[src/rtl/core/gregorian_date_arithmetic_defines.svh]
// Assertion macros for the Gregorian date arithmetic block.
// Needs nothing; taken in by files that assert.
`ifndef GREGORIAN_DATE_ARITHMETIC_DEFINES_SVH
`define GREGORIAN_DATE_ARITHMETIC_DEFINES_SVH

// Same-cycle implication under reset.
`define GDA_ASSERT_IMPLY(label, clk, rst_n, ante, cons) \
	label: assert property (@(posedge clk) disable iff (!rst_n) (ante) |-> (cons)) \
		else $error("gda assertion failed");

// Next-cycle implication under reset.
`define GDA_ASSERT_NEXT(label, clk, rst_n, ante, cons) \
	label: assert property (@(posedge clk) disable iff (!rst_n) (ante) |=> (cons)) \
		else $error("gda assertion failed");

`endif

[src/rtl/core/gda_pkg.sv]
// Shared types, constants and calendar tables of the date arithmetic block.
// Depends on nothing.
package gda_pkg;

	localparam int COUNT_WIDTH_DEF = 17;
	localparam int NUM_W           = 21;  // day number of a date up to year 4095
	localparam int CFG_IDX_W       = 2;
	localparam logic [11:0] MIN_YEAR_RESET = 12'd1900;
	localparam logic [11:0] MAX_YEAR_RESET = 12'd2200;
	localparam int YEAR_SHIFT = 400;

	typedef enum logic [1:0] {
		ACT_ADD = 2'd0,
		ACT_SUB = 2'd1,
		ACT_CMP = 2'd2
	} action_t;

	localparam logic [1:0] ORD_EARLIER = 2'd0;
	localparam logic [1:0] ORD_EQUAL   = 2'd1;
	localparam logic [1:0] ORD_LATER   = 2'd2;

	localparam logic [CFG_IDX_W-1:0] REG_MIN_YEAR = 2'd0;
	localparam logic [CFG_IDX_W-1:0] REG_MAX_YEAR = 2'd1;

	// First day of each month in a year that starts on 1 March.
	function automatic logic [8:0] mp_start(input logic [3:0] mp);
		logic [8:0] s;
		case (mp)
			4'd0:    s = 9'd0;
			4'd1:    s = 9'd31;
			4'd2:    s = 9'd61;
			4'd3:    s = 9'd92;
			4'd4:    s = 9'd122;
			4'd5:    s = 9'd153;
			4'd6:    s = 9'd184;
			4'd7:    s = 9'd214;
			4'd8:    s = 9'd245;
			4'd9:    s = 9'd275;
			4'd10:   s = 9'd306;
			4'd11:   s = 9'd337;
			default: s = 9'd0;
		endcase
		return s;
	endfunction

	// Last day of a month in a common year; zero for a month code that means nothing.
	function automatic logic [4:0] month_last(input logic [3:0] m);
		logic [4:0] l;
		case (m)
			4'd2:                            l = 5'd28;
			4'd4, 4'd6, 4'd9, 4'd11:         l = 5'd30;
			4'd1, 4'd3, 4'd5, 4'd7, 4'd8,
			4'd10, 4'd12:                    l = 5'd31;
			default:                         l = 5'd0;
		endcase
		return l;
	endfunction

endpackage

[src/rtl/core/gda_to_days.sv]
// Date to day number in two stages, with validity and leap flag.
// Depends on gda_pkg.
module gda_to_days (
	input  logic                      clk,
	input  logic                      en,
	input  logic [4:0]                day,
	input  logic [3:0]                month,
	input  logic [11:0]               year,
	input  logic [11:0]               min_year,
	input  logic [11:0]               max_year,
	output logic [gda_pkg::NUM_W-1:0] num,
	output logic                      ok,
	output logic                      leap
);
	import gda_pkg::*;

	localparam int K_YS = 20;
	localparam longint unsigned R_YS = ((64'd1 << K_YS) + 64'd99) / 64'd100;
	localparam int RW_YS = $clog2(R_YS + 1);
	localparam int K_Y = 19;
	localparam longint unsigned R_Y = ((64'd1 << K_Y) + 64'd99) / 64'd100;
	localparam int RW_Y = $clog2(R_Y + 1);

	logic [12:0]          ys;
	logic [3:0]           mp;
	logic [13+RW_YS-1:0]  prod_ys;
	logic [12+RW_Y-1:0]   prod_y;

	logic [12:0] ys_s1;
	logic [6:0]  q_ys_s1;
	logic [5:0]  q_y_s1;
	logic [11:0] y_s1;
	logic [4:0]  d_s1;
	logic [8:0]  base_s1;
	logic        basic_ok_s1, len_ok_s1, feb29_s1, range_ok_s1;

	logic [11:0] r100;
	logic        leap_c;

	always_comb begin
		ys = 13'(year) + 13'(YEAR_SHIFT) - ((month <= 4'd2) ? 13'd1 : 13'd0);
		mp = (month > 4'd2) ? 4'(month - 4'd3) : 4'(month + 4'd9);
		prod_ys = (13+RW_YS)'(ys) * (13+RW_YS)'(R_YS);
		prod_y  = (12+RW_Y)'(year) * (12+RW_Y)'(R_Y);
	end

	always_ff @(posedge clk) begin
		if (en) begin
			ys_s1       <= ys;
			q_ys_s1     <= prod_ys[K_YS+6:K_YS];
			q_y_s1      <= prod_y[K_Y+5:K_Y];
			y_s1        <= year;
			d_s1        <= day;
			base_s1     <= mp_start(mp);
			basic_ok_s1 <= (day != 5'd0) && (month != 4'd0) && (month <= 4'd12);
			len_ok_s1   <= day <= month_last(month);
			feb29_s1    <= (month == 4'd2) && (day == 5'd29);
			range_ok_s1 <= (year >= min_year) && (year <= max_year);
		end
	end

	always_comb begin
		r100   = y_s1 - 12'(q_y_s1) * 12'd100;
		leap_c = (y_s1[1:0] == 2'd0) && ((r100 != 12'd0) || (q_y_s1[1:0] == 2'd0));
	end

	always_ff @(posedge clk) begin
		if (en) begin
			leap <= leap_c;
			ok   <= basic_ok_s1 && range_ok_s1 && (len_ok_s1 || (feb29_s1 && leap_c));
			num  <= NUM_W'(ys_s1) * NUM_W'(365) + NUM_W'(ys_s1 >> 2) - NUM_W'(q_ys_s1)
				+ NUM_W'(q_ys_s1 >> 2) + NUM_W'(base_s1) + NUM_W'(d_s1) - NUM_W'(1);
		end
	end

endmodule

[config.mk]
export PLATFORM = sky130hd
export DESIGN_NAME = gda_to_days
export DESIGN_NICKNAME = d
export VERILOG_FILES = /design/src/rtl/core/gregorian_date_arithmetic_defines.svh /design/src/rtl/core/gda_pkg.sv /design/src/rtl/core/gda_to_days.sv
export SDC_FILE = /design/constraint.sdc
export NUM_CORES = 1
export LEC_CHECK = 0
export ABC_AREA = 1
export BUFFER_PORTS_ARGS = -buffer_cell sky130_fd_sc_hd__buf_2
export CORE_MARGIN = 5
export CORE_UTILIZATION = 40
export DETAILED_ROUTE_END_ITERATION = 16
export HOLD_SLACK_MARGIN = 0.12
export PLACE_DENSITY = 0.58
export SYNTH_ARGS = -nofsm -noshare
export SYNTH_HDL_FRONTEND = slang
export SYNTH_SLANG_ARGS = --single-unit
[constraint.sdc]
create_clock -name clk -period 9.5 [get_ports clk]
set_input_delay 0.475 -clock clk [delete_from_list [all_inputs] [get_ports clk]]
set_output_delay 0.475 -clock clk [all_outputs]
set_load 0.02 [all_outputs]
==> flow_summary.json <==
{
  "routedWlPerCell_um": 15.3,
  "max-slew-margin-rel_pct": 47.1,
  "detail-route-antenna-nets": 0,
  "start_util_pct": 40.5,
  "synthCells": 1590,
  "dieArea_um2": 41100,
  "cts_tree": "built",
  "r2r_start": "ys_s1[8]",
  "dpl_cell_area_um2": 15800,
  "drt_wl_total_mm": 32.7,
  "slew_viol_final": 0,
  "grt_max_degree": 60,
  "grt_pass1_wl_mm": 55.6,
  "drtIter0Drc": 408,
  "crit_path_end_kind": "flip-flop",
  "areaGrowthSynthToFinish_pct": 8.50,
  "yosys_warnings": 0,
  "ctsResizeCount": 0,
  "mappedNetlistNets": 2164,
  "min_to": "d_s1[0]",
  "criticalPathCategory": "in2reg",
  "synth_top_area_share_pct": 28.7,
  "cts_root_buf": "clkbuf_16",
  "antenna_cells": 0,
  "synth_xor_area_share_pct": 3.54,
  "skew_ns": 0.0146,
  "vias": 10336,
  "die_height_um": 203,
  "route.detailed.drc": 0,
  "path_clk_slew_ns": 0.07,
  "synth_common_cells": "421 x inv_1, 340 x ha_1, 191 x nand2_1",
  "synth_area_leader_cell": "ha_1",
  "postCtsSetupRepairBufs": 0,
  "synth-adder-area-share_pct": 53.9,
  "async_flop_share_pct": 0,
  "synth_cell_type_count": 40,
  "fillerInstances": 3565,
  "cts.sinks": 79,
  "critPathBufInv": 9,
  "drtPass1Iterations": 5,
  "hold-path-cell-count": 1,
  "period_share_pct": 69.0,
  "fin_nets": 2245,
  "num_rows": 70,
  "grt-ovfl-total": 0,
  "rsz0062_at_grt": "no",
  "crit_family": "adder cells",
  "antenna_found_initial": 0,
  "arrival_ns": 6.66,
  "crit_path_max_fanout": 8,
  "synth.avg_cell_area_um2": 9.33,
  "synth_top_family_by_area": "adder cells",
  "yosysSeqAreaShare_pct": 16.0,
  "synth_area_um2": 14800,
  "insertion_delay_ns": 0.35,
  "drive_above_1_share_pct": 5.97,
  "cts_buffer_depth": 2,
  "hold_slack_ns": 0.368,
  "yosysMostFrequentCell": "inv_1",
  "via_per_inst": 4.82,
  "crit_top_cell": "inv_1",
  "r2r_cells": 20,
  "grtUsageTotal_pct": 16.8,
  "dp.cells": 2128,
  "post_synth_and_or_nand_nor_area_fraction_pct": 9.65,
  "gp_congestion": 0.849,
  "synthTopCellsByArea": "ha_1 29%, fa_1 25%, edfxtp_1 16%",
  "synth_edf_count": 79,
  "hold_start": "day[0]",
  "die_w_um": 203,
  "start_kind": "input port",
  "cpMaxStageDelayCell": "fa_1",
  "hold_viol": 0,
  "fin_tns_setup_ns": 0,
  "numPortBuffers": 69,
  "finalNonFillerCells": 2143,
  "synth_compound_area_share_pct": 6.20,
  "cp.required_ns": 9.61,
  "cts_hold_buf": 0,
  "worstReg2RegEnd": "num[20]",
  "setup_violations": 0,
  "status": "completed",
  "ys_ff_latch": 79,
  "num_io_pins": 70,
  "cts_buffers": 9,
  "dp_hpwl_mm": 28.4,
  "htreeDepth": 3,
  "cpPeakStageDelay_ns": 0.53,
  "fmax_ghz": 0.153,
  "min_path_type": "in2reg",
  "min_period_ns": 6.55,
  "synthMuxAreaShare_pct": 0,
  "design_area_um2": 16100,
  "ys.flop_type": "edfxtp_1",
  "coreArea_um2": 36600,
  "max-cap-violations": 0,
  "tightest_slew_ns": 0.788,
  "grt_pass1_vias": 10856,
  "r2r_slack_ns": 4.09
}
==> final cells by class <==
| type | count | area, um^2 | share of cell area [%] |
|---|---|---|---|
| clock buffer | 9 | 225 | 1.40 |
| clock inverter | 6 | 95.1 | 0.591 |
| inverter | 424 | 1590 | 9.89 |
| multi-input combinational | 1087 | 10900 | 67.5 |
| sequential | 79 | 2370 | 14.7 |
| tap | 468 | 586 | 3.64 |
| timing repair buffer | 70 | 355 | 2.21 |
==> layer usage <==
metal	GRT usage [%]	wire length [um]	part of all wire, %
met1	23.3	15600	48
met2	28.0	15300	47
met3	2.17	1230	3.8
met4	4.05	603	1.8
met5	0	0	0
==> layout by cell type (no fill, tap or decap), types with 9 or more instances in the layout <==
cell type  instances
a21oi_1           81
buf_2             68
clkbuf_16          9
edfxtp_1          79
fa_1             187
ha_1             340
inv_1            421
nand2_1          191
nand3_1           54
nand4_1           12
nor2_1            56
nor3_1            13
o21ai_0           38
xnor2_1           17
xor2_1            38
==> registers in the layout (all words and copies together), names as in the netlist <==
name,cells
q_y_s1,6
feb29_s1,1
basic_ok_s1,1
q_ys_s1,7
num,21
y_s1,12
range_ok_s1,1
ys_s1,13
len_ok_s1,1
ok,1
base_s1,9
leap,1
d_s1,5
==> kinds of logic after synthesis <==
family,Yosys count
fa+ha+maj,527
buf+inv,424
simple gates,341
compound gates,162
flops,79
xor+xnor,57
==> per-stage QoR <==
| stage | utilization (%) | setup slack, ns |
|---|---|---|
| 2_1_floorplan | - | 3.34 |
| 5_1_grt | 44.0 | 2.48 |
| 4_1_cts | 44.0 | 2.89 |
| 6_report | 44.0 | 2.95 |
| 3_3_place_gp | 43.1 | 2.59 |
| 3_5_place_dp | 43.1 | 2.53 |
==> how the worst max path moves through the flow <==
stage,start,endpoint,slack (ns),cells after the start
final,month[1],q_ys_s1[6],2.95,35
after global routing,month[1],q_ys_s1[6],2.48,35
after CTS,month[1],q_ys_s1[6],2.89,35
after detailed placement,month[1],q_ys_s1[6],2.53,35
after global placement,month[1],q_ys_s1[6],2.59,35
after floorplan,month[0],q_ys_s1[6],3.34,34
Power is not shown: default switching activity piles up to over one toggle a cycle in this logic, so the estimate is an artifact.
