## src/rtl/core/gregorian_date_arithmetic_defines.svh

```systemverilog
// Assertion macros for the Gregorian date arithmetic block.
// Needs nothing; taken in by files that assert.
`ifndef GREGORIAN_DATE_ARITHMETIC_DEFINES_SVH
`define GREGORIAN_DATE_ARITHMETIC_DEFINES_SVH

// Same-cycle implication under reset.
`define GDA_ASSERT_IMPLY(label, clk, rst_n, ante, cons) \
	label: assert property (@(posedge clk) disable iff (!rst_n) (ante) |-> (cons)) \
		else $error("gda assertion failed");

// Next-cycle implication under reset.
`define GDA_ASSERT_NEXT(label, clk, rst_n, ante, cons) \
	label: assert property (@(posedge clk) disable iff (!rst_n) (ante) |=> (cons)) \
		else $error("gda assertion failed");

`endif

```

## src/rtl/core/gda_pkg.sv

```systemverilog
// Shared types, constants and calendar tables of the date arithmetic block.
// Depends on nothing.
package gda_pkg;

	localparam int COUNT_WIDTH_DEF = 17;
	localparam int NUM_W           = 21;  // day number of a date up to year 4095
	localparam int CFG_IDX_W       = 2;
	localparam logic [11:0] MIN_YEAR_RESET = 12'd1900;
	localparam logic [11:0] MAX_YEAR_RESET = 12'd2200;
	localparam int YEAR_SHIFT = 400;

	typedef enum logic [1:0] {
		ACT_ADD = 2'd0,
		ACT_SUB = 2'd1,
		ACT_CMP = 2'd2
	} action_t;

	localparam logic [1:0] ORD_EARLIER = 2'd0;
	localparam logic [1:0] ORD_EQUAL   = 2'd1;
	localparam logic [1:0] ORD_LATER   = 2'd2;

	localparam logic [CFG_IDX_W-1:0] REG_MIN_YEAR = 2'd0;
	localparam logic [CFG_IDX_W-1:0] REG_MAX_YEAR = 2'd1;

	// First day of each month in a year that starts on 1 March.
	function automatic logic [8:0] mp_start(input logic [3:0] mp);
		logic [8:0] s;
		case (mp)
			4'd0:    s = 9'd0;
			4'd1:    s = 9'd31;
			4'd2:    s = 9'd61;
			4'd3:    s = 9'd92;
			4'd4:    s = 9'd122;
			4'd5:    s = 9'd153;
			4'd6:    s = 9'd184;
			4'd7:    s = 9'd214;
			4'd8:    s = 9'd245;
			4'd9:    s = 9'd275;
			4'd10:   s = 9'd306;
			4'd11:   s = 9'd337;
			default: s = 9'd0;
		endcase
		return s;
	endfunction

	// Last day of a month in a common year; zero for a month code that means nothing.
	function automatic logic [4:0] month_last(input logic [3:0] m);
		logic [4:0] l;
		case (m)
			4'd2:                            l = 5'd28;
			4'd4, 4'd6, 4'd9, 4'd11:         l = 5'd30;
			4'd1, 4'd3, 4'd5, 4'd7, 4'd8,
			4'd10, 4'd12:                    l = 5'd31;
			default:                         l = 5'd0;
		endcase
		return l;
	endfunction

endpackage

```

## src/rtl/core/gda_from_days.sv

```systemverilog
// Day number back to day, month and shifted year over eight stages.
// Depends on gda_pkg.
module gda_from_days #(
	parameter int COUNT_WIDTH = gda_pkg::COUNT_WIDTH_DEF
) (
	input  logic                                       clk,
	input  logic                                       en,
	input  logic [((COUNT_WIDTH > gda_pkg::NUM_W) ? COUNT_WIDTH : gda_pkg::NUM_W):0] z,
	output logic [4:0]                                 day,
	output logic [3:0]                                 month,
	output logic [$clog2(400 + ((2 ** (((COUNT_WIDTH > gda_pkg::NUM_W) ?
		COUNT_WIDTH : gda_pkg::NUM_W) + 1)) - 1) / 146097 * 400 + 2) - 1:0] ys
);
	import gda_pkg::*;

	localparam int ZW   = ((COUNT_WIDTH > NUM_W) ? COUNT_WIDTH : NUM_W) + 1;
	localparam longint unsigned DaysEra = 64'd146097;
	localparam int EMAX = ((2 ** ZW) - 1) / 146097;
	localparam int EW   = $clog2(EMAX + 1);
	localparam int YSW  = $clog2(400 + EMAX * 400 + 2);

	localparam int K_E = ZW + 18;
	localparam longint unsigned R_E = ((64'd1 << K_E) + DaysEra - 64'd1) / DaysEra;
	localparam int RW_E = $clog2(R_E + 1);
	localparam int K_D = 36;
	localparam longint unsigned R_A = ((64'd1 << K_D) + 64'd1459) / 64'd1460;
	localparam longint unsigned R_B = ((64'd1 << K_D) + 64'd36523) / 64'd36524;
	localparam longint unsigned R_C = ((64'd1 << K_D) + 64'd146095) / 64'd146096;
	localparam int RW_D = $clog2(R_A + 1);
	localparam int K_T = 27;
	localparam longint unsigned R_T = ((64'd1 << K_T) + 64'd364) / 64'd365;
	localparam int RW_T = $clog2(R_T + 1);
	localparam int K_H = 16;
	localparam longint unsigned R_H = ((64'd1 << K_H) + 64'd99) / 64'd100;
	localparam int RW_H = $clog2(R_H + 1);

	logic [ZW+RW_E-1:0] prod_e;
	logic [18+RW_D-1:0] prod_a, prod_b, prod_c;
	logic [18+RW_T-1:0] prod_t;
	logic [9+RW_H-1:0]  prod_h;

	logic [ZW-1:0] z_s4;
	logic [EW-1:0] era_s4, era_s5, era_s6, era_s7, era_s8, era_s9, era_s10;
	logic [17:0]   doe_s5, doe_s6, doe_s7, doe_s8, doe_s9;
	logic [7:0]    a_s6;
	logic [1:0]    b_s6;
	logic          c_s6;
	logic [17:0]   t_s7;
	logic [8:0]    yoe_s8, yoe_s9, yoe_s10;
	logic [17:0]   p_s9;
	logic [1:0]    h_s9;
	logic [8:0]    doy_s10;

	logic [3:0] mp;
	logic [3:0] m_c;

	always_comb begin
		prod_e = (ZW+RW_E)'(z) * (ZW+RW_E)'(R_E);
		prod_a = (18+RW_D)'(doe_s5) * (18+RW_D)'(R_A);
		prod_b = (18+RW_D)'(doe_s5) * (18+RW_D)'(R_B);
		prod_c = (18+RW_D)'(doe_s5) * (18+RW_D)'(R_C);
		prod_t = (18+RW_T)'(t_s7) * (18+RW_T)'(R_T);
		prod_h = (9+RW_H)'(yoe_s8) * (9+RW_H)'(R_H);
	end

	always_comb begin
		mp = 4'd0;
		for (int i = 1; i < 12; i++) begin
			if (doy_s10 >= mp_start(4'(i)))
				mp = 4'(i);
		end
		m_c = (mp < 4'd10) ? 4'(mp + 4'd3) : 4'(mp - 4'd9);
	end

	always_ff @(posedge clk) begin
		if (en) begin
			// era quotient, exact over the whole input range
			z_s4    <= z;
			era_s4  <= prod_e[K_E+EW-1:K_E];
			doe_s5  <= 18'(z_s4 - ZW'(era_s4) * ZW'(DaysEra));
			era_s5  <= era_s4;
			a_s6    <= prod_a[K_D+7:K_D];
			b_s6    <= prod_b[K_D+1:K_D];
			c_s6    <= prod_c[K_D];
			doe_s6  <= doe_s5;
			era_s6  <= era_s5;
			t_s7    <= doe_s6 - 18'(a_s6) + 18'(b_s6) - 18'(c_s6);
			doe_s7  <= doe_s6;
			era_s7  <= era_s6;
			yoe_s8  <= prod_t[K_T+8:K_T];
			doe_s8  <= doe_s7;
			era_s8  <= era_s7;
			p_s9    <= 18'(yoe_s8) * 18'(365) + 18'(yoe_s8 >> 2);
			h_s9    <= prod_h[K_H+1:K_H];
			yoe_s9  <= yoe_s8;
			doe_s9  <= doe_s8;
			era_s9  <= era_s8;
			doy_s10 <= 9'(doe_s9 - p_s9 + 18'(h_s9));
			yoe_s10 <= yoe_s9;
			era_s10 <= era_s9;
			day     <= 5'(doy_s10 - mp_start(mp) + 9'd1);
			month   <= m_c;
			ys      <= YSW'(yoe_s10) + YSW'(era_s10) * YSW'(400)
				+ ((m_c <= 4'd2) ? YSW'(1) : YSW'(0));
		end
	end

endmodule

```

## config.mk

```make
export PLATFORM = sky130hd
export DESIGN_NAME = gda_from_days
export DESIGN_NICKNAME = d
export VERILOG_FILES = /design/src/rtl/core/gregorian_date_arithmetic_defines.svh /design/src/rtl/core/gda_pkg.sv /design/src/rtl/core/gda_from_days.sv
export SDC_FILE = /design/constraint.sdc
export NUM_CORES = 2
export LEC_CHECK = 0
export ABC_AREA = 1
export BUFFER_PORTS_ARGS = -buffer_cell sky130_fd_sc_hd__buf_2
export CORE_AREA = 2 2 264 266
export CTS_CLUSTER_DIAMETER = 30
export CTS_CLUSTER_SIZE = 8
export DETAILED_ROUTE_END_ITERATION = 10
export DIE_AREA = 0 0 266 268
export GPL_ROUTABILITY_DRIVEN = 0
export PLACE_DENSITY = 0.8
export SLEW_MARGIN = 20
export SYNTH_ARGS = -nofsm -noshare
export SYNTH_HDL_FRONTEND = slang
export SYNTH_SLANG_ARGS = --single-unit
```

## constraint.sdc

```tcl
create_clock -name clk -period 5.37 [get_ports clk]
set_input_delay 0.2685 -clock clk [delete_from_list [all_inputs] [get_ports clk]]
set_output_delay 0.2685 -clock clk [all_outputs]
set_load 0.01 [all_outputs]
```

==> summary.txt <==
Logic synthesis
  – Warnings from Yosys: 0
  – Sequential cell area fraction in the yosys report: 0.1565
  – Cell area after synthesis: 41260 sq um
  – Synth Instances: 4199
  – Synth async-reset ratio: 0
  – Number of synthesized register bits: 215
  – Syn nets: 5730
  – Number of synthesized flops with an enable pin: 215
  – Ys flop type: edfxtp_1
  – Synth Area per Inst: 9.825 sq um
  – Cell variety after synth: 52

Setup path
  – Worst Path Required: 5.73 ns
  – FF-to-FF setup slack: -0.14 ns
  – Worst Reg-to-Reg Cells: 19
  – Highest fanout seen on the critical path: 4
  – Worst Setup SP: doe_s5[16]
  – Worst reg2reg path startpoint: doe_s5[16]
  – CP Capture Type: flop
  – CP Data Arrival Time: 5.87 ns
  – Crit path capture: a_s6[6]
  – Crit Path Category: reg -> reg
  – Setup crit start kind: flop
  – R2r endpoint: a_s6[6]

Floorplanning
  – Die width: 266 um
  – Starting Density: 0.6047
  – Die area: 71290 sq um
  – Die Ht: 268 um
  – Core area: 68230 sq um
  – FP Rows: 96
  – IO Pins: 47

STA
  – RSZ-0062 raised after global routing: true
  – Upper clock frequency limit: 181.5 MHz
  – Min cycle time layout: 5.509 ns
  – Worst-margin pin slew: 0.9759 ns
  – Setup ws final: -0.1390 ns
  – Clock skew: 0.04435 ns
  – Slew HR: 0.3494
  – Final hold violations: 0
  – Final Setup Violations: 6
  – Final period utilization: 1.026
  – Max-slew violation count: 0

CTS
  – Clk sink count: 215
  – Clock Tree Buf Depth: 3
  – H-tree levels: 2
  – Clock-pin slew on the worst setup and hold paths: 0.04 ns
  – CTS tree: built
  – Skew-Pair Late Insertion Delay: 0.65 ns
  – CTS root buf: clkbuf_16
  – Num CTS Buffers: 56

Detailed routing
  – Via count: 31420
  – Residual DRC count: 1
  – Drt initial violations: 2494
  – Vias/cell: 5.705
  – DR WL/cell: 20.23 um
  – Routed WL: 111400 um
  – Final ANT Viol Nets: 0
  – Drt pass-1 iters: 11

Cells and area
  – Fraction of layout instances using a drive strength above 1: 0.1358
  – Most frequent cells in the layout: 1127 x inv_1, 819 x ha_1, 634 x fa_1
  – Final nets: 6111
  – Finished Layout Cells: 5508
  – Commonest non-fill, non-tap cell in the layout: inv_1
  – Antenna Cells: 0
  – Syn-to-layout area delta: 15.61%

Global route
  – GRT Util Overall: 0.3118
  – Congestion Overflow GR: 0
  – Initial antenna violation count: 2
  – First-pass GRT wire length: 172200 um
  – Vias in the first global route: 33330
  – Pin count of the biggest net entering global routing: 123

Placement
  – Detailed placement HPWL: 89590 um
  – # placed instances: 5374
  – I/O Buffers: 46

Run status
  – Violated checks: design-rule violations, negative setup slack
  – Status: finished with violations

Job
  – MaxCap Viol Count: 0

Hold path
  – Worst Hold Class: in -> reg
[layer usage]
metal,vias up,track usage,routed length [um]
met5,-,0,14
met4,2,0.1613,7536
met3,539,0.06451,9466
met2,1531,0.5334,53600
met1,15250,0.3738,40800
li1,14100,-,-
[cell usage after synthesis, types with 2 or more instances]
cell type / number / area [sq um]
o31a_1: 2 / 17.52
a21oi_1: 198 / 991.0
nor2_2: 2 / 12.51
a21o_1: 22 / 165.2
xor2_1: 61 / 534.3
a211oi_1: 2 / 15.01
xnor2_1: 41 / 359.1
edfxtp_1: 215 / 6456
nor4_1: 12 / 75.07
a21boi_0: 4 / 30.03
inv_2: 6 / 22.52
nor3_1: 40 / 200.2
nand3_1: 103 / 515.5
nor2_1: 148 / 555.5
a31oi_1: 19 / 118.9
o2111ai_1: 2 / 17.52
nor4_2: 3 / 37.54
o21a_1: 9 / 67.56
nand2_1: 445 / 1670
o221ai_1: 2 / 17.52
o31ai_1: 5 / 37.54
inv_1: 1142 / 4287
nand4_1: 37 / 231.5
ha_1: 852 / 10660
nand3b_1: 3 / 22.52
or2_2: 10 / 62.56
o21ai_0: 106 / 530.5
fa_1: 655 / 13110
o21bai_1: 17 / 127.6
o21ai_2: 2 / 17.52
o21ai_1: 2 / 10.01
nand2_2: 5 / 31.28
o211ai_1: 8 / 60.06
[worst max-delay path, cell delays in order (launching register included)]
cell	delay, ns
edfxtp_1	0.45
fa_1	0.61
inv_2	0.06
fa_2	0.58
inv_2	0.04
fa_1	0.50
inv_2	0.05
fa_1	0.50
inv_1	0.05
fa_1	0.48
fa_1	0.53
ha_4	0.34
nand2_4	0.06
buf_6	0.13
nor2_4	0.11
inv_2	0.06
nor4_2	0.34
nand3_1	0.18
nand4_1	0.12
nand2_1	0.05
[stage by stage]
stage	util	hold slack (ns)	setup slack (ns)	setup TNS, ns	cell area [sq um]
after global placement	0.6524	0.4011	-0.3385	-1.903	44510
after global routing	0.6991	0.01610	-0.2148	-1.384	47700
after floorplan	-	0.3674	-0.02856	-0.04168	41280
after detailed placement	0.6524	0.4045	-0.4112	-3.141	44510
after CTS	0.6845	0.005851	-0.07729	-0.2044	46700
final	0.6991	0.04075	-0.1390	-0.4751	47700
[timing repair]
item	CTS	global route
setup buffers	3	26
gates resized for setup	38	199
cloned	0	0
pin swaps	11	113
hold buffers	1	0
endpoints found under the hold margin	1	0
setup endpoints to repair	10	22
[flip-flops by register name, indices dropped and copies added, names as in the netlist, 14 cells and up]
register,count
z_s4,18
doe_s5,18
t_s7,18
doe_s6,18
ys,14
[kinds of logic after synthesis]
logic type                 Yosys count  share of synthesized area
buffers and inverters             1150                     0.1049
DFF                                215                     0.1565
xor gates and xnor gates           102                    0.02165
and+or+nand+nor                    815                    0.08419
AOI/OAI and AO/OA                  410                    0.05656
adders and majority gates         1507                     0.5762
[layout make-up]
cell class              count  area, sq um
multi-input cells        2834        31440
fillers                  4519        20530
flip-flops and latches    215         6456
inverters                1148         4309
repair buffers            325         2416
clock buffers              58         1409
well taps                 882         1104
clock inverters            46        568.0
[worst min-delay path by stage]
stage,to,slack (ns),startpoint,depth (start not counted)
floorplan,z_s4[0],0.37,z[0],0
global placement,doe_s9[7],0.40,doe_s8[7],0
detailed placement,doe_s9[4],0.40,doe_s8[4],0
CTS,z_s4[3],0.006,z[3],2
global route,z_s4[3],0.02,z[3],2
finish,z_s4[3],0.04,z[3],2
Power is left out: the tool's default activity adds up to more than one toggle a clock period on the data nets, which glitch-free logic cannot reach.
